### src/design/lsh_pkg.sv
// Shared types, widths and codes for the Laplacian sharpen block.
package lsh_pkg;

    localparam int unsigned MAX_LINE_SAMPLES_DEF = 8192;
    localparam int unsigned MAX_CHANNELS_DEF     = 4;

    localparam int unsigned SAMPLE_W   = 8;
    localparam int unsigned DIM_W      = 12;
    localparam int unsigned ROW_W      = 11;
    localparam int unsigned RAW_CH_W   = 3;
    localparam int unsigned CFG_IDX_W  = 2;
    localparam int unsigned CFG_DATA_W = 12;

    typedef enum logic [CFG_IDX_W-1:0] {
        REG_IMAGE_WIDTH   = 2'd0,
        REG_IMAGE_HEIGHT  = 2'd1,
        REG_CHANNEL_COUNT = 2'd2
    } t_reg_idx;

    localparam logic CMD_SAMPLE = 1'b0;
    localparam logic CMD_FLUSH  = 1'b1;

    typedef struct packed {
        logic                command;
        logic [SAMPLE_W-1:0] sample;
    } t_in_beat;

    typedef struct packed {
        logic [SAMPLE_W-1:0] result_value;
        logic                frame_last;
    } t_out_beat;

    // One line store entry: the sample as it arrived and the window centre of that beat.
    typedef struct packed {
        logic [SAMPLE_W-1:0] fresh;
        logic [SAMPLE_W-1:0] centre;
    } t_line_word;

    typedef struct packed {
        logic emit;
        logic interior;
        logic frame_last;
    } t_emit_ctrl;

endpackage

### src/design/lsh_ctrl.sv
// Input and output raster positions, pending count and the emit decision.
module lsh_ctrl
    import lsh_pkg::*;
#(
    parameter int unsigned MAX_LINE_SAMPLES = MAX_LINE_SAMPLES_DEF,
    parameter int unsigned MAX_CHANNELS     = MAX_CHANNELS_DEF,
    localparam int unsigned CH_W  = $clog2(MAX_CHANNELS + 1),
    localparam int unsigned LEN_W = $clog2(MAX_LINE_SAMPLES + 1)
) (
    input  logic              i_clk,
    input  logic              i_rst_n,
    input  logic              i_clear,
    input  logic              i_fire,
    input  logic              i_command,
    input  logic [CH_W-1:0]   i_eff_ch,
    input  logic [DIM_W-1:0]  i_eff_h,
    input  logic [LEN_W-1:0]  i_line_len,
    output t_emit_ctrl        o_emit
);

    localparam int unsigned COL_W  = $clog2(MAX_LINE_SAMPLES);
    localparam int unsigned PEND_W = $clog2(MAX_LINE_SAMPLES + MAX_CHANNELS + 1);

    logic [COL_W-1:0]  r_in_col;
    logic [ROW_W-1:0]  r_in_row;
    logic [COL_W-1:0]  r_out_col;
    logic [ROW_W-1:0]  r_out_row;
    logic [PEND_W-1:0] r_pending;

    logic [PEND_W-1:0] n_pending;
    logic [PEND_W-1:0] lag;
    logic              is_sample;
    logic              in_behind;
    logic              emit;
    logic              in_col_wrap;
    logic              in_row_wrap;
    logic              out_col_wrap;
    logic              out_row_wrap;
    logic [DIM_W-1:0]  out_row_p1;
    logic [LEN_W-1:0]  out_col_p1;
    logic [LEN_W:0]    out_col_right;

    assign is_sample = (i_command == CMD_SAMPLE);
    assign lag       = PEND_W'(i_line_len) + PEND_W'(i_eff_ch);
    // The input has wrapped into the next frame ahead of the output.
    assign in_behind = (r_in_row < r_out_row) ||
                       (r_in_row == r_out_row && r_in_col < r_out_col);
    assign emit      = is_sample ? (r_pending >= lag) : in_behind;
    assign n_pending = r_pending + PEND_W'(is_sample) - PEND_W'(emit);

    assign in_col_wrap  = (LEN_W'(r_in_col) + LEN_W'(1)) >= i_line_len;
    assign in_row_wrap  = ({1'b0, r_in_row} + DIM_W'(1)) >= i_eff_h;
    assign out_col_p1   = LEN_W'(r_out_col) + LEN_W'(1);
    assign out_row_p1   = {1'b0, r_out_row} + DIM_W'(1);
    assign out_col_wrap = out_col_p1 >= i_line_len;
    assign out_row_wrap = out_row_p1 >= i_eff_h;
    assign out_col_right = (LEN_W + 1)'(r_out_col) + (LEN_W + 1)'(i_eff_ch);

    assign o_emit.emit       = emit;
    assign o_emit.interior   = (r_out_row != '0) && (out_row_p1 < i_eff_h) &&
                               (LEN_W'(r_out_col) >= LEN_W'(i_eff_ch)) &&
                               (out_col_right < (LEN_W + 1)'(i_line_len));
    assign o_emit.frame_last = (out_row_p1 == i_eff_h) && (out_col_p1 == i_line_len);

    always_ff @(posedge i_clk) begin
        if (!i_rst_n || i_clear) begin
            r_in_col  <= '0;
            r_in_row  <= '0;
            r_out_col <= '0;
            r_out_row <= '0;
            r_pending <= '0;
        end else if (i_fire) begin
            r_pending <= n_pending;
            if (is_sample) begin
                if (in_col_wrap) begin
                    r_in_col <= '0;
                    r_in_row <= in_row_wrap ? '0 : r_in_row + ROW_W'(1);
                end else begin
                    r_in_col <= r_in_col + COL_W'(1);
                end
            end
            if (emit) begin
                if (out_col_wrap) begin
                    r_out_col <= '0;
                    r_out_row <= out_row_wrap ? '0 : r_out_row + ROW_W'(1);
                end else begin
                    r_out_col <= r_out_col + COL_W'(1);
                end
            end
        end
    end

endmodule

### config.mk
export PLATFORM = sky130hd
export DESIGN_NAME = lsh_ctrl
export DESIGN_NICKNAME = d
export VERILOG_FILES = /design/src/design/lsh_pkg.sv /design/src/design/lsh_ctrl.sv
export SDC_FILE = /design/constraint.sdc
export NUM_CORES = 1
export LEC_CHECK = 0
export BUFFER_PORTS_ARGS = -buffer_cell sky130_fd_sc_hd__buf_2
export CORE_ASPECT_RATIO = 1.4
export CORE_MARGIN = 2
export CORE_UTILIZATION = 50
export CTS_BUF_LIST = sky130_fd_sc_hd__clkbuf_8
export DETAILED_ROUTE_END_ITERATION = 12
export HOLD_SLACK_MARGIN = 0.03
export PLACE_DENSITY = 0.8
export SYNTH_ARGS = -nofsm -noshare
export SYNTH_HDL_FRONTEND = slang
export SYNTH_SLANG_ARGS = --single-unit
### constraint.sdc
create_clock -name i_clk -period 4.73 [get_ports i_clk]
set_input_delay 0.473 -clock i_clk [delete_from_list [all_inputs] [get_ports i_clk]]
set_output_delay 0.473 -clock i_clk [all_outputs]
set_load 0.01 [all_outputs]
==> metrics.md <==
| Metric | Value |
|---|---|
| Row Count | `51` |
| Worst r2r src | `r_out_col[9]` |
| Most frequent cells in the layout | `127 x ha_1, 81 x inv_1, 62 x dfxtp_1` |
| Number of global-route vias before repair | `6462` |
| Final Util | `0.573` |
| H-tree depth | `3` |
| RSZ-0062 raised after global routing | `yes` |
| Hpwl dp | `14200 um` |
| Initial Util | `0.505` |
| P per Cell Area | `196 nW/um^2` |
| Synthesized area | `~7000 um^2` |
| Routability-driven placement congestion ratio | `0.918` |
| Nets@finish | `approximately 1100` |
| Largest net degree at the start of global routing | `43` |
| First-pass DRT Iterations | `5` |
| FF-to-FF End | `r_pending[12]` |
| Layout Area Growth over Synthesis | `13.4%` |
| Distinct cells, synth | `66` |
| Number of hold buffers added after cts | `0` |
| Final hold violations | `0` |
| Total Die Area | `14900 um^2` |
| Placeable Area | `13800 um^2` |
| Post-DR wirelength/cell | `16.2 um` |
| Root buffer cell | `clkbuf_8` |
| F_max | `211 MHz` |
| Drt drc | `0` |
| Gr usage total | `0.250` |
| Crit path launch type | `input port` |
| Total of max-cap violations | `0` |
| Clk buf depth | `2` |
| Gr ovfl total | `0` |
| Clock Skews | `0.0111 ns` |
| Worst EP arrival | `5.00 ns` |
| Yosys reg bits | `a little over 60` |
| Outcome | `finished, violations left` |
| Critical Path Sink | `r_pending[12]` |
| Die Y | `144 um` |
| Post-DRT Antenna Nets | `0` |
| Final wirelength | `around 18000 um` |
| Sink Count | `62` |
| Setup TNS Final | `-0.0136 ns` |
| Violated checks | `setup timing` |
| Most used cell, CP | `ha_4` |
| Worst-path clk slew | `~0.080 ns` |
| Non-Filler Instances | `1129` |
| Syn Inst Count | `883` |
| Main synth FF type | `dfxtp_1` |
| Drt via density | `5.94` |
| CP startpoint | `i_eff_ch[0]` |
| Synth warn | `0` |
| TritonCTS Buffers | `9` |
| Overall power | `~1.5 mW` |
| Later-pin clock latency in the skew report | `0.37 ns` |
| Final worst-path cycle share | `1.00` |
| Worst reg2reg setup slack | `0.54 ns` |
| Post-Syn Nets | `1050` |
| Worst path slowest cell | `fa_2` |
| CP Data Required Time | `about 5.0 ns` |
| Syn avg cell area | `7.89 um^2` |
| Routed via count | `6709` |
| Setup violators final | `1` |
| CP peak stage delay | `roughly 0.38 ns` |
| Final slew viol count | `0` |
| DRT iter0 DRCs | `about 330` |
| Top Ports | `37` |
| Port buffer count | `36` |
| Sequential fraction of the synthesis area | `0.178` |
| Initial antenna violation count | `0` |
| Dpl ws | `-0.607 ns` |
| Crit path time final | `between 4 and 5 ns` |
| Ratio of cells with drive above 1 in the final layout | `0.137` |
| Worst setup margin | `-0.0136 ns` |
| Number of synthesized flops with an enable pin | `0` |
| TritonCTS clock tree | `built` |
| Die width | `104 um` |
| Max-slew headroom | `0.431` |
| Reg2Reg Depth | `20` |
| Antenna Cells | `0` |
| CP Max Fanout | `2` |
| Static Leakage | `3.50 nW` |
| Crit Path Class | `input port to flop` |
| Setup crit end kind | `flop` |
| Slew @ Worst Pin | `0.846 ns` |
| Hold Crit Class | `flop to flop` |
| IR drop worst, VDD | `110 uV` |
| Async S/R FF share, synth | `0` |
| First-pass GRT wire length | `30000 um` |
| Commonest non-fill, non-tap cell in the layout | `ha_1` |
| Cells after DPL | `about 1100` |
## worst max-delay path: cells and delay by family
family / cells / cell delay [ns]
simple gates: 8 / 0.94
fa+ha+maj: 6 / 1.43
compound gates: 7 / 1.83
buf+inv: 4 / 0.19
xor+xnor: 1 / 0.13
## cells in the mapped netlist (4+ instances only)
master    instances  area share
ha_1            130        0.23
inv_1            85       0.046
dfxtp_1          62        0.18
nand2_1          57       0.031
nor2_1           57       0.031
a21oi_1          56       0.040
xnor2_1          56       0.070
nand3_1          51       0.037
o21ai_0          41       0.029
nor3_1           25       0.018
nand4_1          21       0.019
and3_1           20       0.018
clkbuf_1         20       0.011
xor2_1           20       0.025
a21o_1           14       0.015
nor2b_1          14       0.013
nor4_1           11      0.0099
o21a_1           11       0.012
a211o_1           9       0.011
mux2i_1           9       0.013
or4_1             8      0.0086
o31ai_1           7      0.0075
nand2b_1          6      0.0054
o311ai_1          6      0.0075
a211oi_1          5      0.0054
a32o_1            5      0.0072
a41o_1            5      0.0072
o21ai_1           5      0.0036
or3_1             5      0.0045
buf_2             4      0.0029
o211ai_1          4      0.0043
## flip-flops by register name (all words and copies together), names as in the netlist
register,flops
r_in_col,13
r_in_row,11
r_out_col,13
r_out_row,11
r_pending,14
## layout make-up
cell class	count	area, um^2
fill	1317	5890
clock inverter	6	61.3
tap	185	231
sequential	62	1240
clock buffer	10	138
multi-input combinational	706	5420
timing repair buffer	74	482
inverter	86	325
## logic make-up (layout without fill, tap and decap cells)
| group | after synthesis | in the layout | share of synthesized area |
|---|---|---|---|
| adder cells (fa/ha/maj) | 133 | 133 | 0.242 |
| XOR/XNOR | 76 | 76 | 0.0956 |
| buffers and inverters | 115 | 176 | 0.0654 |
| flip-flops | 62 | 62 | 0.178 |
| AO/OA/AOI/OAI | 201 | 201 | 0.198 |
| AND/OR/NAND/NOR | 287 | 287 | 0.208 |
| multiplexers | 9 | 9 | 0.0129 |
## power by group
group | total [mW] | internal (mW) | switching (mW)
combinational | 0.498 | 0.227 | 0.272
clock | 0.493 | 0.256 | 0.237
sequential | 0.552 | 0.535 | 0.0172
## per-stage QoR
| stage | area (um^2) | hold WS, ns |
|---|---|---|
| after global routing | 7890 | 0.524 |
| after global placement | 7520 | 0.483 |
| after CTS | 7770 | 0.496 |
| final | 7890 | 0.494 |
| after floorplan | 6990 | 0.463 |
| after detailed placement | 7520 | 0.484 |
## worst min-delay path by stage
| stage | from | slack (ns) | end | depth (start not counted) |
|---|---|---|---|---|
| 6_report | r_in_col[1] | 0.49 | r_in_col[1] | 2 |
| 5_1_grt | r_in_col[1] | 0.52 | r_in_col[1] | 2 |
| 4_1_cts | r_in_col[1] | 0.50 | r_in_col[1] | 2 |
| 3_5_place_dp | r_in_col[1] | 0.48 | r_in_col[1] | 2 |
| 3_3_place_gp | r_pending[13] | 0.48 | r_pending[13] | 2 |
| 2_1_floorplan | r_out_row[10] | 0.46 | r_out_row[10] | 2 |
## routing by layer
layer | vias to the layer above | GRT usage | wire length [um]
met2 | 205 | 0.468 | 9410
met5 | - | 0 | 0
met3 | 68 | 0.0395 | 824
met4 | 0 | 0.133 | 911
met1 | 3111 | 0.270 | 7160
li1 | 3325 | - | -
## what timing repair did
item,in CTS,in global routing
endpoints found under the hold margin,0,0
pin swaps,10,18
buffers inserted,2,3
resized for setup,8,24
setup endpoints to repair,4,6
(Power assumes the default switching activity.)
