### config.mk
export PLATFORM = sky130hd
export DESIGN_NAME = lsh_cfg
export DESIGN_NICKNAME = d
export VERILOG_FILES = /design/src/design/lsh_pkg.sv /design/src/design/lsh_cfg.sv
export SDC_FILE = /design/constraint.sdc
export NUM_CORES = 1
export LEC_CHECK = 0
export BUFFER_PORTS_ARGS = -buffer_cell sky130_fd_sc_hd__buf_2
export CAP_MARGIN = 40
export CORE_ASPECT_RATIO = 2
export CORE_MARGIN = 2
export CORE_UTILIZATION = 55
export DETAILED_ROUTE_END_ITERATION = 8
export PLACE_DENSITY = 0.81
export SLEW_MARGIN = 20
export SYNTH_ARGS = -nofsm -noshare
export SYNTH_HDL_FRONTEND = slang
export SYNTH_SLANG_ARGS = --single-unit
### constraint.sdc
create_clock -name i_clk -period 5.8 [get_ports i_clk]
set_input_delay 0.58 -clock i_clk [delete_from_list [all_inputs] [get_ports i_clk]]
set_output_delay 0.58 -clock i_clk [all_outputs]
set_load 0.03 [all_outputs]
### src/design/lsh_pkg.sv
// Shared types, widths and codes for the Laplacian sharpen block.
package lsh_pkg;

    localparam int unsigned MAX_LINE_SAMPLES_DEF = 8192;
    localparam int unsigned MAX_CHANNELS_DEF     = 4;

    localparam int unsigned SAMPLE_W   = 8;
    localparam int unsigned DIM_W      = 12;
    localparam int unsigned ROW_W      = 11;
    localparam int unsigned RAW_CH_W   = 3;
    localparam int unsigned CFG_IDX_W  = 2;
    localparam int unsigned CFG_DATA_W = 12;

    typedef enum logic [CFG_IDX_W-1:0] {
        REG_IMAGE_WIDTH   = 2'd0,
        REG_IMAGE_HEIGHT  = 2'd1,
        REG_CHANNEL_COUNT = 2'd2
    } t_reg_idx;

    localparam logic CMD_SAMPLE = 1'b0;
    localparam logic CMD_FLUSH  = 1'b1;

    typedef struct packed {
        logic                command;
        logic [SAMPLE_W-1:0] sample;
    } t_in_beat;

    typedef struct packed {
        logic [SAMPLE_W-1:0] result_value;
        logic                frame_last;
    } t_out_beat;

    // One line store entry: the sample as it arrived and the window centre of that beat.
    typedef struct packed {
        logic [SAMPLE_W-1:0] fresh;
        logic [SAMPLE_W-1:0] centre;
    } t_line_word;

    typedef struct packed {
        logic emit;
        logic interior;
        logic frame_last;
    } t_emit_ctrl;

endpackage

### src/design/lsh_cfg.sv
// Configuration registers and the clamped frame geometry derived from them.
module lsh_cfg
    import lsh_pkg::*;
#(
    parameter int unsigned MAX_LINE_SAMPLES = MAX_LINE_SAMPLES_DEF,
    parameter int unsigned MAX_CHANNELS     = MAX_CHANNELS_DEF,
    localparam int unsigned CH_W  = $clog2(MAX_CHANNELS + 1),
    localparam int unsigned LEN_W = $clog2(MAX_LINE_SAMPLES + 1)
) (
    input  logic                  i_clk,
    input  logic                  i_rst_n,
    input  logic                  i_wr_valid,
    input  logic [CFG_IDX_W-1:0]  i_wr_index,
    input  logic [CFG_DATA_W-1:0] i_wr_data,
    output logic                  o_clear,
    output logic [CH_W-1:0]       o_eff_ch,
    output logic [DIM_W-1:0]      o_eff_h,
    output logic [LEN_W-1:0]      o_line_len
);

    localparam int unsigned PROD_W = LEN_W + CH_W;

    localparam logic [DIM_W-1:0]    DIM_MIN     = DIM_W'(3);
    localparam logic [DIM_W-1:0]    DIM_MAX     = DIM_W'(2048);
    localparam logic [DIM_W-1:0]    WIDTH_RST   = DIM_W'(640);
    localparam logic [DIM_W-1:0]    HEIGHT_RST  = DIM_W'(480);
    localparam logic [RAW_CH_W-1:0] CHAN_RST    = RAW_CH_W'(3);

    localparam int unsigned RST_CH    = (3 > MAX_CHANNELS) ? MAX_CHANNELS : 3;
    localparam int unsigned RST_W_LIM = MAX_LINE_SAMPLES / RST_CH;
    localparam int unsigned RST_W     = (640 > RST_W_LIM) ? RST_W_LIM : 640;
    localparam int unsigned RST_LEN   = RST_W * RST_CH;

    localparam logic [LEN_W-1:0] LIM1 = LEN_W'(MAX_LINE_SAMPLES);
    localparam logic [LEN_W-1:0] LIM2 = LEN_W'(MAX_LINE_SAMPLES / 2);
    localparam logic [LEN_W-1:0] LIM3 = LEN_W'(MAX_LINE_SAMPLES / 3);
    localparam logic [LEN_W-1:0] LIM4 = LEN_W'(MAX_LINE_SAMPLES / 4);

    logic [DIM_W-1:0]    r_width;
    logic [DIM_W-1:0]    r_height;
    logic [RAW_CH_W-1:0] r_chan;

    logic [CH_W-1:0]   r_eff_ch;
    logic [DIM_W-1:0]  r_eff_h;
    logic [LEN_W-1:0]  r_line_len;

    logic [CH_W-1:0]   n_eff_ch;
    logic [DIM_W-1:0]  n_eff_h;
    logic [LEN_W-1:0]  n_line_len;
    logic [DIM_W-1:0]  w_clamped;
    logic [LEN_W-1:0]  w_lim;
    logic [LEN_W-1:0]  w_eff;
    logic [PROD_W-1:0] w_prod;

    function automatic logic [DIM_W-1:0] clamp_dim(input logic [DIM_W-1:0] v);
        if (v < DIM_MIN) begin
            return DIM_MIN;
        end else if (v > DIM_MAX) begin
            return DIM_MAX;
        end
        return v;
    endfunction

    assign o_clear = i_wr_valid && (i_wr_index == REG_IMAGE_WIDTH ||
                                    i_wr_index == REG_IMAGE_HEIGHT ||
                                    i_wr_index == REG_CHANNEL_COUNT);

    always_ff @(posedge i_clk) begin
        if (!i_rst_n) begin
            r_width  <= WIDTH_RST;
            r_height <= HEIGHT_RST;
            r_chan   <= CHAN_RST;
        end else if (i_wr_valid) begin
            case (i_wr_index)
                REG_IMAGE_WIDTH:   r_width  <= i_wr_data[DIM_W-1:0];
                REG_IMAGE_HEIGHT:  r_height <= i_wr_data[DIM_W-1:0];
                REG_CHANNEL_COUNT: r_chan   <= i_wr_data[RAW_CH_W-1:0];
                default: ;
            endcase
        end
    end

    always_comb begin
        if (r_chan == '0) begin
            n_eff_ch = CH_W'(1);
        end else if (32'(r_chan) > MAX_CHANNELS) begin
            n_eff_ch = CH_W'(MAX_CHANNELS);
        end else begin
            n_eff_ch = CH_W'(r_chan);
        end

        if (32'(n_eff_ch) == 1) begin
            w_lim = LIM1;
        end else if (32'(n_eff_ch) == 2) begin
            w_lim = LIM2;
        end else if (32'(n_eff_ch) == 3) begin
            w_lim = LIM3;
        end else begin
            w_lim = LIM4;
        end

        w_clamped = clamp_dim(r_width);
        if (32'(w_clamped) > 32'(w_lim)) begin
            w_eff = w_lim;
        end else begin
            w_eff = LEN_W'(w_clamped);
        end

        w_prod     = PROD_W'(w_eff) * PROD_W'(n_eff_ch);
        n_line_len = w_prod[LEN_W-1:0];
        n_eff_h    = clamp_dim(r_height);
    end

    // The clamped geometry is registered behind the configuration registers.
    always_ff @(posedge i_clk) begin
        if (!i_rst_n) begin
            r_eff_ch   <= CH_W'(RST_CH);
            r_eff_h    <= HEIGHT_RST;
            r_line_len <= LEN_W'(RST_LEN);
        end else begin
            r_eff_ch   <= n_eff_ch;
            r_eff_h    <= n_eff_h;
            r_line_len <= n_line_len;
        end
    end

    assign o_eff_ch   = r_eff_ch;
    assign o_eff_h    = r_eff_h;
    assign o_line_len = r_line_len;

endmodule

==> results.md, run 1 <==
* Post-Synth Simple-Gate Area at 23.34%
* PnR worst setup slack at around 0.3 ns
* Vias in the first global route at 2978
* Worst-path cell chain: nor4_4, and3_1, a31oi_2, nor2b_2, ha_1, a211o_1, a311oi_2, a311oi_4, a22oi_4, o211a_1, nand2_1, fa_1, inv_1, ha_1, fa_1, a21o_1, a21oi_1, o211ai_1, a41oi_1, xnor2_1, and2_1
* GRT Residual Overflow at 0
* Setup Skew at ~0.010 ns
* # IOs at 47
* Bufs and invs on worst path at 1
* EDFF count, synth at 0
* Slew @ Worst Pin at 0.7741 ns
* Largest family of logic cells by synthesized area: simple AND/OR/NAND/NOR gates
* Initial antenna violation count at 0
* Syn_nets at 450
* Synth Area in Adders at 13.89%
* Clock Tree Buf Depth at 2
* Minimum clock period at roughly 5.5 ns
* Top FF cell, synth: dfxtp_1
* # port buffers at 46
* HP Start: r_height[10]
* Count of mapped cells out of synthesis at roughly 400
* Reg2reg end: o_line_len[12]
* GRT Total Usage at a little over a quarter
* Final setup fails at 0
* Setup crit start: r_width[6]
* Routability cong. at around 0.95
* R2r setup slk at roughly 0.3 ns
* Most frequent cells in the layout: nand2_1, dfxtp_1, buf_2
* Die Span X at ~60 um
* Startpoint types: flip-flop
* Register area share after synthesis at 33.46%
* Lkg Pwr at approximately 1.8 nW
* Synthesized area per cell at roughly 8.3 um2
* Leading area contributor after synthesis: dfxtp_1
* Worst path max stage delay at between 0.5 and 0.6 ns
* Status: complete, no violations
* Final Hold Viols at 0
* Worst slack, placed at 0.1329 ns
* H-tree depth at 2
* Die area at ~0.0068 mm2
* Synth Area in Compound Gates at 20.13%
* Slew Limit Fails at 0
* CP Data Required Time at roughly 6.0 ns
* R2R cell count at 21
* Top delay family on crit path: compound AO/OA/AOI/OAI gates
* Multiplexer share of the synthesized area at 0.9335%
* Maximum vdd drop at about 0.28 mV
* Fmax achieved at around 180 MHz
* Most common cell after layout, fill and taps aside: nand2_1
* Top cell type's share of synthesized area at about a third
* Area delta synth->final at 15.20%
* Vias/cell at 5.710
* Nature of the critical path endpoint: flip-flop
* Row count at 40
* Max-slew headroom at slightly below 50%
* Min-Delay Endpoint: o_eff_h[10]
* Post-synthesis xor/xnor area fraction at about 1.8%
* Via Count at just under 3000
* Routed WL per cell at 16.18 um
* Placed Instance Area at ~0.0036 mm2
* Number of DRC markers in iteration 0 at roughly 130
* Crit Path Class: reg -> reg
* Largest net degree at the start of global routing at 53
* CTS Buf Count at 5
* CP max FO at 7
* Die Ht at 114.4 um
* Arr. time, crit path at 5.71 ns
* Async S/R FF share, synth at 0%
* DR pass1 iterations at 4
* Setup TNS at 0 ns
* Total wire length at 8.316 mm
* Netlist cell types at 62
* Synth area leaders: dfxtp_1, nand2_1, fa_1
* # DRC at 0
* Layout net count at 497
* Worst hold path class: reg -> reg
* Quantity of hold-fixing buffers added after cts at 0
* CORE AREA at between 0.005 and 0.006 mm2
* Flops & latches, synth at 56
* Clock transition at path regs at roughly 0.08 ns
* TritonCTS clock tree: built
* Share of post-route cells with drive strength above 1 at roughly 18%
* N_diodes at 0
* Slowest-stage cell, CP: fa_1
* Final instance area at approximately 0.0039 mm2
* Maxcap violations at 0
* CTS Sinks at 56
* Synth Warn # at 0
* DPL Wire Length at 6.447 mm
* Hold Crit Depth at 2
* Root Driver: clkbuf_16
* Initial core utilization at 56.26%
* Power density cells at roughly 250 mW/mm2
* Global-route wire length before repair at roughly 13 mm
* Final-layout fill cell count at 534
* Synthesized cell area at around 0.0034 mm2
* Clock latency on the worst-skew pair at 0.31 ns
* Final worst path period share at between 90% and 100%
* Post-route ant nets at 0
* FF-to-FF Start: r_width[6]
-- per-layer routing --
| metal | global-route usage, % | part of all wire (%) | vias up |
|---|---|---|---|
| met1 | 22.45 | 33 | 1360 |
| li1 | - | - | 1456 |
| met3 | 4.972 | 3.1 | 40 |
| met2 | 49.89 | 57 | 79 |
| met5 | 0 | 0 | - |
| met4 | 20.76 | 6.9 | 0 |
-- metrics by stage --
step / hold slack (ns) / std cells / total power, mW / utilization [%]
finish: 0.4631 / 514 / 0.9498 / 64.81
global route: 0.4788 / 514 / 1.000 / 64.81
CTS: 0.4636 / 511 / 0.9490 / 63.78
detailed placement: 0.4473 / 503 / 0.6264 / 61.11
global placement: 0.4466 / 502 / 0.6202 / 60.99
floorplan: 0.4214 / 403 / 0.5725 / -
-- power breakdown --
part,total (mW),internal [mW],leakage (nW),switching (mW)
Combinational,0.210,0.0796,1.27,0.131
Sequential,0.416,0.404,0.457,0.0120
Clock,0.324,0.167,0.0772,0.157
-- cell type report --
type	count	area [um2]	area share (%)
Multi-Input combinational cell	295	2064	53.48
Sequential cell	56	1121	29.04
Timing Repair Buffer	55	297.8	7.715
Inverter	37	138.9	3.598
Clock buffer	5	125.1	3.241
Tap cell	63	78.83	2.042
Clock inverter	3	33.78	0.8752
-- cell usage after synthesis (all sizes together), types with 2 or more instances --
library cell and count:
nand2 80, dfxtp 56, inv 37, o21ai 22
a21boi 20, ha 18, nor2 18, and2 15
a21oi 13, clkbuf 13, fa 12, nor2b 9
nor3 7, o211ai 7, a21o 5, nand2b 5
xor2 5, nand3 4, nand4 4, o21a 4
or2 4, a211oi 3, a31oi 3, a41oi 3
and3 3, and3b 3, buf 3, a311oi 2
and2b 2, mux2i 2, nor4 2, xnor2 2
-- how the worst max path moves through the flow --
stage                                end  depth (start not counted)
after floorplan           o_line_len[12]                         22
after global placement    o_line_len[12]                         21
after detailed placement  o_line_len[12]                         21
after CTS                 o_line_len[12]                         21
after global routing      o_line_len[13]                         20
final                     o_line_len[12]                         21
-- cell families (layout without fill, tap and decap cells) --
group                      Yosys count  after routing
muxes                                3              3
and+or+nand+nor                    160            160
other                                1              1
adders and majority gates           30             30
AOI/OAI and AO/OA                   93             94
xor gates and xnor gates             7              7
DFF                                 56             56
buffers and inverters               53            100
-- state kept, by name, summed over array words and instances (netlist names) --
register	flops
o_line_len	14
o_eff_h	12
o_eff_ch	3
r_height	12
r_chan	3
r_width	12
-- tightest hold or removal path, delay by kind of cell (launching register included) --
family / cells / cell delay [ns]
DFF: 1 / 0.34
buffers and inverters: 1 / 0.06
and+or+nand+nor: 1 / 0.04
-- what timing repair did --
action / CTS / global route
buffers inserted: 0 / 2
setup endpoints to repair: 0 / 5
resized for setup: 0 / 5
No activity file was read; power rests on OpenSTA's default activity.
==> inputs of run 2 (changes only) <==
--- a/config.mk
+++ b/config.mk
@@ -6,8 +6,7 @@
 export NUM_CORES = 1
 export LEC_CHECK = 0
 export BUFFER_PORTS_ARGS = -buffer_cell sky130_fd_sc_hd__buf_2
-export CAP_MARGIN = 40
-export CORE_ASPECT_RATIO = 2
+export CAP_MARGIN = 20
 export CORE_MARGIN = 2
 export CORE_UTILIZATION = 55
 export DETAILED_ROUTE_END_ITERATION = 8
==> constraint.sdc (replaced) <==
create_clock -name i_clk -period 5.75 [get_ports i_clk]
set_input_delay 0.575 -clock i_clk [delete_from_list [all_inputs] [get_ports i_clk]]
set_output_delay 0.575 -clock i_clk [all_outputs]
set_load 0.03 [all_outputs]
==> run 2 against run 1 <==
  * Die area fell by 0.56%
  * Setup slack improved by 0.024 ns
  * Final cell count rose by 2.1%
  * Hold slack improved by 0.0012 ns
  * Clock skew fell by 0.0046 ns
  * Clock power fell by 26%
  * Via count fell by 1.8%
  * Power fell by 8.7%
  * Sequential cell count did not move
  * Largest cell class unchanged
  * Wire length fell by 10%
  * Combinational power barely moved
  * Fmax rose by 1.4%
==> results.md, run 2 (same netlist as run 1, synthesis figures left out) <==
* Number of DRC markers in iteration 0 at between 200 and 250
* Bufs and invs on worst path at 1
* DPL Wire Length at ~5.6 mm
* Post-layout util at 64.52%
* Final cell count without fillers at 525
* Slowest-stage cell, CP: fa_1
* Worst slack, placed at 0.2604 ns
* Clock transition at path regs at ~0.11 ns
* TritonCTS clock tree: built
* Total Power at roughly 0.87 mW
* # port buffers at 46
* Maximum vdd drop at between 0.15 and 0.2 mV
* Row count at 28
* Final Hold Viols at 0
* Die Span X at 82.05 um
* Initial antenna violation count at 0
* Max reg flops at 14
* Area delta synth->final at 14.00%
* Quantity of hold-fixing buffers added after cts at 0
* Die Ht at approximately 80 um
* Status: complete, no violations
* Setup TNS at 0 ns
* CTS Sinks at 56
* H-tree depth at 2
* Top delay family on crit path: compound AO/OA/AOI/OAI gates
* Worst path max stage delay at between 0.5 and 0.6 ns
* Largest net degree at the start of global routing at 53
* Final instance area at roughly 0.0038 mm2
* Crit Path Class: reg -> reg
* Max-slew headroom at a little over a third
* Post-route ant nets at 0
* CP max FO at 8
* # DRC at 0
* Maxcap violations at 0
* Routability cong. at between 0.9 and 1
* Lkg Pwr at around 1.8 nW
* Setup Skew at 0.005931 ns
* CTS Buf Count at 5
* Nature of the critical path endpoint: flip-flop
* Vias in the first global route at between 2000 and 3000
* Power density cells at about 230 mW/mm2
* Worst-path cell chain: nor4_4, and3_1, a31oi_2, nor2b_2, ha_1, a211o_1, a311oi_2, a311oi_4, a22oi_4, o211a_1, nand2_1, fa_1, inv_1, ha_1, fa_1, a21o_1, a21oi_1, o211ai_1, a41oi_1, xnor2_1, and2_1
* N_diodes at 0
* DR pass1 iterations at 5
* Root Driver: clkbuf_8
* Clock latency on the worst-skew pair at roughly 0.32 ns
* Layout net count at 496
* Global-route wire length before repair at roughly 12 mm
* Final setup fails at 0
* Slew Limit Fails at 0
* Arr. time, crit path at 5.65 ns
* Most common cell after layout, fill and taps aside: nand2_1
* Fmax achieved at 184.3 MHz
* Slew @ Worst Pin at approximately 0.95 ns
* # IOs at 47
* Most frequent cells in the layout: nand2_1, dfxtp_1, buf_2
* Startpoint types: flip-flop
* PnR worst setup slack at about 0.32 ns
* Clock Tree Buf Depth at 2
* Vias/cell at 5.491
* Worst hold path class: reg -> reg
* Share of post-route cells with drive strength above 1 at 18.00%
* Dpl cells at 515
* Routed WL per cell at 14.21 um
* Minimum clock period at between 5 and 6 ns
* Initial core utilization at a little under three fifths
* GRT Residual Overflow at 0
* GRT Total Usage at a little under a quarter
* Hold Slack at 0.4643 ns
* CORE AREA at about 0.0059 mm2
* Total wire length at around 7.5 mm
* Final worst path period share at 94.39%
* Placed Instance Area at 0.003655 mm2
* Via Count at 2883
* Die area at 0.006732 mm2
* CP Data Required Time at between 5 and 6 ns
-- run 2: where the power goes --
part	switching (mW)	internal, mW
clock network	0.147	0.0921
logic	0.130	0.0799
registers	0.0113	0.407
total	0.288	0.579
-- run 2: what timing repair did --
item,CTS,global route
setup endpoints to repair,0,3
hold endpoints to repair,0,0
gates resized for setup,0,7
buffers inserted,0,1
-- run 2: path summary, 6_finish.rpt --
path                    start              to  slack [ns]  cells past startpoint
setup reg to reg   r_width[6]  o_line_len[12]        0.32                     21
hold reg to reg   r_height[9]      o_eff_h[9]        0.46                      2
hold / removal    r_height[9]      o_eff_h[9]        0.46                      2
setup / recovery   r_width[6]  o_line_len[12]        0.32                     21
-- run 2: area by class of cell --
class,instances,area (um2)
Fill cell,509,2101
Multi-Input combinational cell,295,2073
Sequential cell,56,1121
Timing Repair Buffer,54,290.3
Inverter,37,138.9
Tap cell,75,93.84
Clock buffer,5,68.82
Clock inverter,3,33.78
-- run 2: metal layers --
layer,vias up,track usage (%),routed length [um]
li1,1453,-,-
met5,-,0,0
met1,1335,29.82,3337
met4,0,7.000,112
met2,86,41.87,3688
met3,9,3.626,320
-- run 2: worst reg2reg max path, cell delays in order (launching register included) --
cell	delay [ns]
dfxtp_1	0.41
nor4_4	0.34
and3_1	0.27
a31oi_2	0.16
nor2b_2	0.18
ha_1	0.26
a211o_1	0.31
a311oi_2	0.36
a311oi_4	0.11
a22oi_4	0.34
o211a_1	0.25
nand2_1	0.09
fa_1	0.53
inv_1	0.04
ha_1	0.24
fa_1	0.42
a21o_1	0.17
a21oi_1	0.21
o211ai_1	0.15
a41oi_1	0.26
xnor2_1	0.08
and2_1	0.14
