File: src/design/lsh_pkg.sv
// Shared types, widths and codes for the Laplacian sharpen block.
package lsh_pkg;

    localparam int unsigned MAX_LINE_SAMPLES_DEF = 8192;
    localparam int unsigned MAX_CHANNELS_DEF     = 4;

    localparam int unsigned SAMPLE_W   = 8;
    localparam int unsigned DIM_W      = 12;
    localparam int unsigned ROW_W      = 11;
    localparam int unsigned RAW_CH_W   = 3;
    localparam int unsigned CFG_IDX_W  = 2;
    localparam int unsigned CFG_DATA_W = 12;

    typedef enum logic [CFG_IDX_W-1:0] {
        REG_IMAGE_WIDTH   = 2'd0,
        REG_IMAGE_HEIGHT  = 2'd1,
        REG_CHANNEL_COUNT = 2'd2
    } t_reg_idx;

    localparam logic CMD_SAMPLE = 1'b0;
    localparam logic CMD_FLUSH  = 1'b1;

    typedef struct packed {
        logic                command;
        logic [SAMPLE_W-1:0] sample;
    } t_in_beat;

    typedef struct packed {
        logic [SAMPLE_W-1:0] result_value;
        logic                frame_last;
    } t_out_beat;

    // One line store entry: the sample as it arrived and the window centre of that beat.
    typedef struct packed {
        logic [SAMPLE_W-1:0] fresh;
        logic [SAMPLE_W-1:0] centre;
    } t_line_word;

    typedef struct packed {
        logic emit;
        logic interior;
        logic frame_last;
    } t_emit_ctrl;

endpackage

File: src/design/lsh_kernel.sv
// Neighbour delay taps and the cross-kernel sum with saturation.
module lsh_kernel
    import lsh_pkg::*;
#(
    parameter int unsigned MAX_CHANNELS = MAX_CHANNELS_DEF,
    localparam int unsigned CH_W = $clog2(MAX_CHANNELS + 1)
) (
    input  logic                i_clk,
    input  logic                i_shift,
    input  logic [SAMPLE_W-1:0] i_sample,
    input  t_line_word          i_line,
    input  logic [CH_W-1:0]     i_eff_ch,
    output logic [SAMPLE_W-1:0] o_value,
    output logic [SAMPLE_W-1:0] o_centre
);

    localparam int unsigned DIDX_W = (MAX_CHANNELS > 1) ? $clog2(MAX_CHANNELS) : 1;
    localparam int unsigned MID_N  = 2 * MAX_CHANNELS;
    localparam int unsigned EIDX_W = $clog2(MID_N);
    localparam int unsigned ACC_W  = SAMPLE_W + 4;
    localparam logic signed [ACC_W-1:0] GAIN    = ACC_W'(5);
    localparam logic signed [ACC_W-1:0] SAT_MAX = ACC_W'(255);

    // r_down[k] holds the sample k+1 beats back; r_mid[k] the line-delayed one k+1 back.
    logic [SAMPLE_W-1:0] r_down [MAX_CHANNELS];
    logic [SAMPLE_W-1:0] r_mid  [MID_N];

    logic [CH_W-1:0]          ch_m1;
    logic [CH_W:0]            ch_x2_m1;
    logic [CH_W:0]            ch_m1_x;
    logic [SAMPLE_W-1:0]      tap_down;
    logic [SAMPLE_W-1:0]      tap_left;
    logic [SAMPLE_W-1:0]      tap_centre;
    logic signed [ACC_W-1:0]  acc;

    always_ff @(posedge i_clk) begin
        if (i_shift) begin
            r_down[0] <= i_sample;
            for (int k = 1; k < MAX_CHANNELS; k++) begin
                r_down[k] <= r_down[k-1];
            end
            r_mid[0] <= i_line.fresh;
            for (int k = 1; k < MID_N; k++) begin
                r_mid[k] <= r_mid[k-1];
            end
        end
    end

    assign ch_m1    = i_eff_ch - CH_W'(1);
    assign ch_m1_x  = {1'b0, ch_m1};
    assign ch_x2_m1 = {i_eff_ch, 1'b0} - (CH_W + 1)'(1);

    assign tap_down   = r_down[ch_m1[DIDX_W-1:0]];
    assign tap_centre = r_mid[ch_m1_x[EIDX_W-1:0]];
    assign tap_left   = r_mid[ch_x2_m1[EIDX_W-1:0]];

    always_comb begin
        acc = GAIN * $signed(ACC_W'(tap_centre))
            - $signed(ACC_W'(tap_left))
            - $signed(ACC_W'(i_line.fresh))
            - $signed(ACC_W'(i_line.centre))
            - $signed(ACC_W'(tap_down));
        if (acc < 0) begin
            o_value = '0;
        end else if (acc > SAT_MAX) begin
            o_value = '1;
        end else begin
            o_value = acc[SAMPLE_W-1:0];
        end
    end

    assign o_centre = tap_centre;

endmodule

File: config.mk
export PLATFORM = sky130hd
export DESIGN_NAME = lsh_kernel
export DESIGN_NICKNAME = d
export VERILOG_FILES = /design/src/design/lsh_pkg.sv /design/src/design/lsh_kernel.sv
export SDC_FILE = /design/constraint.sdc
export NUM_CORES = 1
export LEC_CHECK = 0
export BUFFER_PORTS_ARGS = -buffer_cell sky130_fd_sc_hd__buf_2
export CAP_MARGIN = 40
export CORE_MARGIN = 2
export CORE_UTILIZATION = 50
export DETAILED_ROUTE_END_ITERATION = 10
export HOLD_SLACK_MARGIN = 0.06
export PLACE_DENSITY = 0.69
export SYNTH_ARGS = -nofsm -noshare
export SYNTH_HDL_FRONTEND = slang
export SYNTH_SLANG_ARGS = --single-unit
File: constraint.sdc
create_clock -name i_clk -period 8.7 [get_ports i_clk]
set_clock_uncertainty 0.05 [all_clocks]
set_input_delay 0.87 -clock i_clk [delete_from_list [all_inputs] [get_ports i_clk]]
set_output_delay 0.87 -clock i_clk [all_outputs]
set_load 0.005 [all_outputs]
==> flow_summary.yaml, run 1 <==
outcome:
  status: "finished clean"
grt:
  grt.overflow.total: 0
  grt_antenna_before_repair: 0
  grt_pass1_vias: 2899
  grt_pass1_wl_mm: 14.6
  grt_max_degree: 69
  grt_use_total: 0.169
cts:
  cts_resized: 0
  cts_max_path_buffers: 2
  post_cts_buffers: 0
  cts-buffers-inserted: 9
  cts-htree-levels: 3
  cts_root_buf: "clkbuf_8"
  clkLatencyLatePin_ns: 0.37
  clkTransAtPathRegs_ns: 0.10
  cts_sinks: 96
  cts_tree: "built"
  cts_hold_buf: 0
synthesis:
  seq_area_frac_synth: 0.538
  ys.flop_type: "edfxtp_1"
  yosys.area.top_type_share: 0.538
  ys_types: 32
  ys_ff_latch: 96
  synth_top_cell_by_area: "edfxtp_1"
  syn_area_per_cell_um2: 15.6
  synth_edf_count: 96
  netlist_instances: 343
  yosys_warnings: 0
  synthesis.nets: 426
  synth_top_cells_by_area: "edfxtp_1 54%, mux4_2 13%, fa_1 11%, inv_1 6.4%, ha_1 5.6%"
  syn_area_um2: 5360
  synthArstFlopShare: 0
setup_path:
  crit_type: "in -> out"
  cp_top_family: "adder cells"
  cp.required_ns: 7.78
  r2r_slack_ns: 7.92
  end_kind: "output pin"
  max_stage_delay_ns: 0.71
  worstSetupStartpointType: "input port"
  cp_max_fo: 9
  crit_slowest_cell: "xnor2_1"
  cp_num_buf_inv: 9
  reg2reg_depth: 0
  cp_cell_sequence: "buf_2, inv_1, ha_1, xnor2_1, buf_4, mux4_2, mux2i_1, inv_1, ha_1, inv_1, fa_1, inv_1, fa_1, inv_1, fa_1, inv_1, ha_1, a21o_2, o311a_1, or4_4, o311a_4, a21oi_2, buf_2"
  reg2reg_from: "r_mid[3][5]"
  crit_top_cell: "inv_1"
  arrival_ns: 6.72
  reg2reg_to: "r_mid[4][5]"
  path_depth: 23
detailed_routing:
  viasPerCell: 5.29
  vias: 2829
  post_drt_wl_per_cell_um: 16.6
  drt_first_pass_iters: 4
  drt-initial-drc-count: 144
  wirelength_mm: 8.89
  antenna_left: 0
  drc_errors: 0
layout:
  multi_input_area_um2: 2100
  final_area_um2: 6010
  seqCellArea_um2: 2880
  area_delta_synth_final_pct: 12.3
  num-nets-final: 477
  drive_gt1_frac: 0.281
  insertedDiodeCount: 0
  instances_no_fill: 535
  nFillCells: 847
sta:
  finalHoldViolCount: 0
  finalMaxSlewViolations: 0
  worst_slack_ns: 1.06
  period_share: 0.878
  relSlewSlack: 0.397
  finalSetupViolCount: 0
  period_needed_ns: 7.64
  tns_ns: 0
  worst_pin_slew_ns: 0.899
  fmax_ghz: 0.131
  rsz0062_at_grt: "no"
  hold-worst-slack_ns: 0.396
die:
  dieHeight_um: 108
  die_w_um: 108
  die_area_um2: 11600
  io_pins: 45
  core_area_um2: 10400
  initial_utilization: 0.517
  num_rows: 37
placed_design:
  gp_congestion: 0.824
  post-place-ws_ns: 1.04
  placed_cells: 519
  io_buffers: 44
  dp_hpwl_mm: 6.60
  placed_area_um2: 5760
power:
  ir_worst_vdd_uv: 415
  p_leak_uw: 0.00253
  p_per_area_nw_per_um2: 372
hold_path:
  min_path_cells: 0
  min_to: "r_mid[5][7]"
  min_path_type: "reg -> reg"
  hp-start: "r_mid[4][7]"
job:
  max-cap-violations: 0
## layout make-up
| type | instances | area share |
|---|---|---|
| clock inverters | 7 | 0.0210 |
| well taps | 136 | 0.0283 |
| flip-flops and latches | 96 | 0.479 |
| repair buffers | 48 | 0.0454 |
| inverters | 91 | 0.0568 |
| clock buffers | 9 | 0.0206 |
| multi-input cells | 148 | 0.349 |
## layer usage
layer  GRT usage  share of wire
met5           0              0
met4      0.0705          0.016
met3      0.0254          0.048
met2       0.256           0.47
met1       0.247           0.47
## sequential cells by signal (all words and copies together), names as in the netlist
signal  cells
r_down     32
r_mid      64
## cells in the final DEF (no fill, tap or decap)
cell        netlist  routed
ha_1             24      24
a21o_2            2       2
o21a_1            1       1
a211o_1           1       1
o211ai_1          1       1
buf_16            0       1
nor3b_1           1       1
o22ai_1           1       1
a211oi_1          1       1
nand2b_2          1       1
inv_6             0       2
o311a_4           1       1
o211ai_2          1       1
nor3_1            2       2
a21oi_2           9       9
nand2_1           4       4
nor2_1            5       5
o21ai_0           2       2
nand2b_1          2       2
a21o_1            1       1
or4_4             1       1
clkbuf_8          0       9
xor2_1            6       6
edfxtp_1         96      96
buf_2             5      43
mux2i_1           8       8
clkinvlp_4        0       1
o311a_2           1       1
a21oi_1           7       7
inv_1            91      91
bufinv_16         0       3
o311a_1           1       1
mux4_2           32      32
inv_8             0       1
fa_1             30      30
buf_4             0       4
xnor2_1           2       2
## power by group
part           internal (µW)  leakage (µW)  switching [µW]
Combinational            587       0.00147             734
Clock                    195      0.000122             166
Sequential               543      0.000940            14.8
Total                   1320       0.00253             915
## stage by stage
step / total power (µW) / util
6_report: 2240 / 0.580
5_1_grt: 2450 / 0.580
4_1_cts: 2260 / 0.580
3_5_place_dp: 1900 / 0.556
3_3_place_gp: 1880 / 0.553
2_1_floorplan: 1590 / -
## logic make-up (layout without fill, tap and decap cells)
| family | after synthesis | in the layout | share of synthesized area |
|---|---|---|---|
| muxes | 40 | 40 | 0.149 |
| AOI/OAI and AO/OA | 30 | 30 | 0.0451 |
| adders and majority gates | 54 | 54 | 0.168 |
| buffers and inverters | 99 | 155 | 0.0705 |
| xor gates and xnor gates | 8 | 8 | 0.0131 |
| and+or+nand+nor | 16 | 16 | 0.0156 |
| DFF | 96 | 96 | 0.538 |
## cells in the mapped netlist (all sizes together) (3+ instances only)
master   n
edfxtp  96
inv     91
mux4    32
fa      30
ha      24
a21oi   16
mux2i    8
buf      6
xor2     6
nor2     5
nand2    4
a21o     3
nand2b   3
o311a    3
## worst max path at each step
| stage | slack [ns] | endpoint | start |
|---|---|---|---|
| final | 1.06 | o_value[1] | i_eff_ch[1] |
| after CTS | 1.03 | o_value[2] | i_eff_ch[1] |
| after global routing | 0.78 | o_value[7] | i_eff_ch[1] |
| after floorplan | 0.97 | o_value[0] | i_eff_ch[0] |
| after global placement | 1.08 | o_value[0] | i_eff_ch[1] |
| after detailed placement | 1.04 | o_value[2] | i_eff_ch[1] |
No activity file was read; power rests on OpenSTA's default activity.
==> run 2, diff against run 1 <==
--- a/config.mk
+++ b/config.mk
@@ -5,13 +5,15 @@
 export SDC_FILE = /design/constraint.sdc
 export NUM_CORES = 1
 export LEC_CHECK = 0
+export ABC_CLOCK_PERIOD_IN_PS = 8700
 export BUFFER_PORTS_ARGS = -buffer_cell sky130_fd_sc_hd__buf_2
 export CAP_MARGIN = 40
+export CORE_ASPECT_RATIO = 1.4
 export CORE_MARGIN = 2
-export CORE_UTILIZATION = 50
+export CORE_UTILIZATION = 60
 export DETAILED_ROUTE_END_ITERATION = 10
 export HOLD_SLACK_MARGIN = 0.06
-export PLACE_DENSITY = 0.69
+export PLACE_DENSITY = 0.8
 export SYNTH_ARGS = -nofsm -noshare
 export SYNTH_HDL_FRONTEND = slang
 export SYNTH_SLANG_ARGS = --single-unit
==> run 2 against run 1 <==
Against the previous run:
- power up 0.91%
- first-iteration DRC count increased by 25%
- hold slack lost 0.0013 ns
- core utilization grew 11 points
- sequential cell count unchanged
- setup slack improved by 0.31 ns
- count of clock-buffer cells in the layout grew 1
- clock power shrank 5%
- critical path type unchanged
==> flow_summary.yaml, run 2 (synthesized netlist as in run 1, its figures left out) <==
layout:
  final_cell_mix: "96 x edfxtp_1, 91 x inv_1, 43 x buf_2, 32 x mux4_2, 30 x fa_1"
  multi_input_area_um2: 2100
  nFillCells: 589
  insertedDiodeCount: 0
  utilization: 0.695
  final_common_cell: "edfxtp_1"
  area_delta_synth_final_pct: 11.6
  num-nets-final: 477
  largest_reg_flops: 64
  reg_top3: "r_mid x64, r_down x32"
  regMostFlops: "r_mid"
  instances_no_fill: 503
  drive_gt1_frac: 0.269
  seqCellArea_um2: 2880
setup_path:
  reg2reg_depth: 0
  reg2reg_to: "r_mid[4][2]"
  worstSetupStartpointType: "input port"
  cp.required_ns: 7.78
  r2r_slack_ns: 7.91
  crit_path_start: "i_eff_ch[0]"
  end_kind: "output pin"
  reg2reg_from: "r_mid[3][2]"
  arrival_ns: 6.41
  cp_max_fo: 13
  crit_type: "in -> out"
cts:
  cts_resized: 0
  post_cts_buffers: 0
  cts_tree: "built"
  cts_max_path_buffers: 2
  cts_hold_buf: 0
  cts_root_buf: "clkbuf_16"
  clkTransAtPathRegs_ns: 0.06
  cts_sinks: 96
  cts-htree-levels: 3
  clkLatencyLatePin_ns: 0.34
  cts-buffers-inserted: 9
grt:
  grt_antenna_before_repair: 0
  gr-usage-met1: 0.295
  grt_use_met2: 0.351
  grt_use_total: 0.212
  grt_max_degree: 67
  grt_pass1_vias: 2968
  grt_busiest_layer: "met2"
  grt_util_met3: 0.0349
  grt_pass1_wl_mm: 15.6
  grt.overflow.total: 0
power:
  p_sw_frac: 0.414
  sequentialPowerShare: 0.248
  power_frac_clock: 0.151
  finalPower_uw: 2260
  p_leak_uw: 0.00253
  p_switching_uw: 936
  p_per_area_nw_per_um2: 378
  p_comb_frac: 0.601
  intPower_uw: 1320
  ir_worst_vdd_uv: 534
sta:
  fmax_ghz: 0.136
  finalMaxSlewViolations: 0
  relSlewSlack: 0.586
  finalHoldViolCount: 0
  period_share: 0.843
  rsz0062_at_grt: "no"
  finalSetupViolCount: 0
  period_needed_ns: 7.33
  worst_pin_slew_ns: 0.620
  tns_ns: 0
detailed_routing:
  vias: 2890
  antenna_left: 0
  drt_first_pass_iters: 4
  drt-initial-drc-count: 180
  post_drt_wl_per_cell_um: 18.6
  wirelength_mm: 9.35
  viasPerCell: 5.75
  drc_errors: 0
die:
  die_w_um: 83.9
  dieHeight_um: 116
  initial_utilization: 0.622
  core_area_um2: 8610
  io_pins: 45
  die_area_um2: 9710
  num_rows: 40
job:
  max-cap-violations: 0
hold_path:
  min_path_cells: 0
  min_path_type: "reg -> reg"
  min_to: "r_down[2][3]"
  hp-start: "r_down[1][3]"
placed_design:
  dp_hpwl_mm: 6.63
  gp_congestion: 0.783
  io_buffers: 44
  placed_cells: 488
outcome:
  status: "finished clean"
==> run 2: cell count changes in the layout (fill, tap and decap cells not counted), moves of 2 or more <==
cell	before	now
inv_6	2	0
bufinv_16	3	0
clkinv_1	0	3
clkbuf_8	9	0
clkbuf_16	0	9
==> run 2: final cells by class <==
type / instances / area share
multi-input combinational: 148 / 0.351
sequential: 96 / 0.482
clock buffer: 10 / 0.0383
inverter: 91 / 0.0571
tap: 105 / 0.0220
clock inverter: 5 / 0.00418
timing repair buffer: 48 / 0.0456
==> run 2: critical path, cell delays in order <==
cell and delay (ns):
buf_2 0.09, inv_1 0.04, ha_1 0.68, buf_4 0.36, mux2i_1 0.39, inv_1 0.16, ha_1 0.33, fa_1 0.50
inv_1 0.06, fa_1 0.52, fa_1 0.54, inv_1 0.05, ha_1 0.34, nand2b_1 0.14, a21oi_2 0.09, o311a_1 0.39
or4_4 0.43, o311a_4 0.19, a21oi_2 0.11, buf_2 0.12
==> run 2: layer usage <==
layer  part of all wire  vias to the layer above
met1               0.43                     1499
met2               0.52                       67
met3              0.036                       11
met5                  0                        -
met4              0.014                        0
li1                   -                     1313
==> run 2: how the worst max path moves through the flow <==
stage / to / slack, ns / cells past startpoint
after floorplan: o_value[0] / 0.97 / 23
after global placement: o_value[0] / 1.54 / 19
after detailed placement: o_value[7] / 1.34 / 20
after CTS: o_value[7] / 1.34 / 20
after global routing: o_value[5] / 1.14 / 19
final: o_value[7] / 1.37 / 20
==> run 2: per-stage QoR <==
step                      area (µm²)  hold slack [ns]  setup WS [ns]
final                           5980            0.395           1.37
after global routing            5980            0.400           1.14
after CTS                       5980            0.396           1.34
after detailed placement        5730            0.382           1.34
after global placement          5700            0.376           1.54
after floorplan                 5360            0.371          0.969
==> run 2: power groups by stage <==
stage / clock network (µW) / registers, µW / logic [µW]
6_report: 342 / 561 / 1360
5_1_grt: 366 / 563 / 1520
3_5_place_dp: 0 / 569 / 1350
3_3_place_gp: 0 / 567 / 1300
2_1_floorplan: 0 / 562 / 1030
4_1_cts: 349 / 560 / 1360
==> run 3, diff against run 2 <==
--- a/config.mk
+++ b/config.mk
@@ -5,7 +5,8 @@
 export SDC_FILE = /design/constraint.sdc
 export NUM_CORES = 1
 export LEC_CHECK = 0
-export ABC_CLOCK_PERIOD_IN_PS = 8700
+export ABC_AREA = 1
+export ABC_CLOCK_PERIOD_IN_PS = 6830
 export BUFFER_PORTS_ARGS = -buffer_cell sky130_fd_sc_hd__buf_2
 export CAP_MARGIN = 40
 export CORE_ASPECT_RATIO = 1.4
==> constraint.sdc (replaced) <==
create_clock -name i_clk -period 6.83 [get_ports i_clk]
set_clock_uncertainty 0.05 [all_clocks]
set_input_delay 0.683 -clock i_clk [delete_from_list [all_inputs] [get_ports i_clk]]
set_output_delay 0.683 -clock i_clk [all_outputs]
set_load 0.005 [all_outputs]
==> run 3 against run 2 <==
Against the previous run:
- synthesized cell count increased by 64%
- power rose by 40%
- core utilization decreased by 0.85 points
- hold slack better by 0.0062 ns
- non-clock buffer count rose by 4
- sequential cell count unchanged
- sequential power rose by 27%
- setup slack got worse by 1.0 ns
- critical endpoint is now o_value[2]
- largest cell class unchanged
- routed wire length grew 16%
- the run now ends with design-rule violations left
- cell count up 43%
- clock power increased by 31%
- combinational power grew 47%
==> flow_summary.yaml, run 3 <==
detailed_routing:
  viasPerCell: 5.48
  drt-initial-drc-count: 287
  vias: 3930
  antenna_left: 0
  drc_errors: 4
  wirelength_mm: 10.9
  post_drt_wl_per_cell_um: 15.2
  drt_first_pass_iters: 8
layout:
  reg_top3: "r_mid x64, r_down x32"
  nFillCells: 660
  area_delta_synth_final_pct: 10.6
  final_cell_mix: "151 x nand2_1, 101 x inv_1, 96 x edfxtp_1, 43 x buf_2, 36 x o21ai_0"
  num-nets-final: 688
  insertedDiodeCount: 0
  final_common_cell: "nand2_1"
  drive_gt1_frac: 0.131
  final_area_um2: 6230
  regMostFlops: "r_mid"
  utilization: 0.686
  largest_reg_flops: 64
grt:
  grt_max_degree: 75
  grt_use_total: 0.227
  grt_pass1_vias: 3764
  grt_pass1_wl_mm: 17.7
  grt_antenna_before_repair: 0
  grt.overflow.total: 0
synthesis:
  synth_top_family_by_area: "simple AND/OR/NAND/NOR gates"
  ys.flop_type: "edfxtp_1"
  synth_xor_area_frac: 0.00622
  ys_ff_latch: 96
  muxShareOfSynthArea: 0
  synth_compound_area_frac: 0.0693
  synth_edf_count: 96
  syn_area_um2: 5630
  seq_area_frac_synth: 0.512
  synth_common_cells: "151 x nand2_1, 101 x inv_1, 96 x edfxtp_1"
  synthAdderAreaFrac: 0.160
  yosys_warnings: 0
  synth_top_cells_by_area: "edfxtp_1 51%, fa_1 11%, nand2_1 10%, inv_1 6.7%, ha_1 5.3%"
  yosysMostFrequentCell: "nand2_1"
  synth_top_cell_by_area: "edfxtp_1"
  yosys.area.top_type_share: 0.512
  synthArstFlopShare: 0
  synth-simple-area-share: 0.167
  syn_area_per_cell_um2: 10.0
  synthesis.nets: 644
  netlist_instances: 561
  ys_types: 31
cts:
  cts_root_buf: "clkbuf_16"
  cts_resized: 0
  clkTransAtPathRegs_ns: 0.06
  cts_tree: "built"
  cts_max_path_buffers: 2
  cts-buffers-inserted: 9
  clkLatencyLatePin_ns: 0.34
  cts_sinks: 96
  cts-htree-levels: 3
  cts_hold_buf: 0
  post_cts_buffers: 0
placed_design:
  dp_hpwl_mm: 7.80
  io_buffers: 44
  post-place-ws_ns: 0.383
  placed_area_um2: 5970
  gp_congestion: 0.876
setup_path:
  arrival_ns: 5.72
  worstSetupStartpointType: "input port"
  max_stage_delay_ns: 0.53
  r2r_slack_ns: 6.05
  reg2reg_from: "r_mid[1][2]"
  crit_top_cell: "inv_1"
  cp.required_ns: 6.10
  crit_type: "in -> out"
  reg2reg_to: "r_mid[2][2]"
  reg2reg_depth: 0
  cp_max_fo: 24
  crit_slowest_cell: "fa_1"
  end_kind: "output pin"
sta:
  relSlewSlack: 0.553
  period_needed_ns: 6.46
  finalSetupViolCount: 0
  worst_pin_slew_ns: 0.664
  period_share: 0.945
  rsz0062_at_grt: "no"
  finalHoldViolCount: 0
  fmax_ghz: 0.155
  hold-worst-slack_ns: 0.401
  worst_slack_ns: 0.374
  finalMaxSlewViolations: 0
  tns_ns: 0
power:
  ir_worst_vdd_uv: 344
  p_per_area_nw_per_um2: 507
  p_leak_uw: 0.00289
die:
  dieHeight_um: 119
  io_pins: 45
  die_area_um2: 10200
  num_rows: 41
  initial_utilization: 0.620
  die_w_um: 85.9
  core_area_um2: 9080
hold_path:
  min_to: "r_mid[4][5]"
  min_path_cells: 0
  hp-start: "r_mid[3][5]"
  min_path_type: "reg -> reg"
job:
  max-cap-violations: 0
outcome:
  status: "complete, but fails checks"
  violations: "design-rule violations"
## run 3: kinds of logic (layout without fill, tap and decap cells)
kind of cell,after synthesis,in the layout
compound gates,65,65
xor+xnor,4,4
fa+ha+maj,54,54
buf+inv,121,170
flops,96,96
simple gates,221,221
## run 3: power breakdown
group          switching [µW]  total, µW  internal, µW
registers                19.2        712           693
clock network             206        448           243
logic                    1220       2000           779
## run 3: area by class of cell
type                            instances  area (µm²)  share of cell area
Timing Repair Buffer                   52         303              0.0486
Multi-Input combinational cell        344        2260               0.364
Tap cell                              107         134              0.0215
Inverter                              102         383              0.0615
Sequential cell                        96        2880               0.463
Clock inverter                          7        37.5             0.00603
Clock buffer                            9         225              0.0362
## run 3: worst max-delay path by stage
stage                startpoint         end  slack (ns)  cells after the start
finish              i_eff_ch[0]  o_value[2]        0.37                     29
floorplan           i_eff_ch[0]  o_value[0]        0.83                     28
CTS                 i_eff_ch[0]  o_value[4]        0.38                     29
global placement    i_eff_ch[0]  o_value[7]        0.47                     29
global route        i_eff_ch[0]  o_value[4]        0.04                     29
detailed placement  i_eff_ch[0]  o_value[4]        0.38                     29
## run 3: metal layers
metal / vias up / part of all wire / track usage
met5: - / 0 / 0
met1: 1876 / 0.42 / 0.286
met4: 0 / 0.025 / 0.0952
met2: 126 / 0.51 / 0.377
li1: 1909 / - / -
met3: 19 / 0.045 / 0.0489
## run 3: stage by stage
step,total power [µW],cells
finish,3160,717
global route,3480,717
CTS,3170,717
detailed placement,2720,701
global placement,2660,700
floorplan,2280,561
## run 3: critical path, delay by kind of cell
kind,cells,cell delay [ns]
adders and majority gates,6,2.45
buffers and inverters,12,1.06
AOI/OAI and AO/OA,3,0.75
and+or+nand+nor,8,0.76
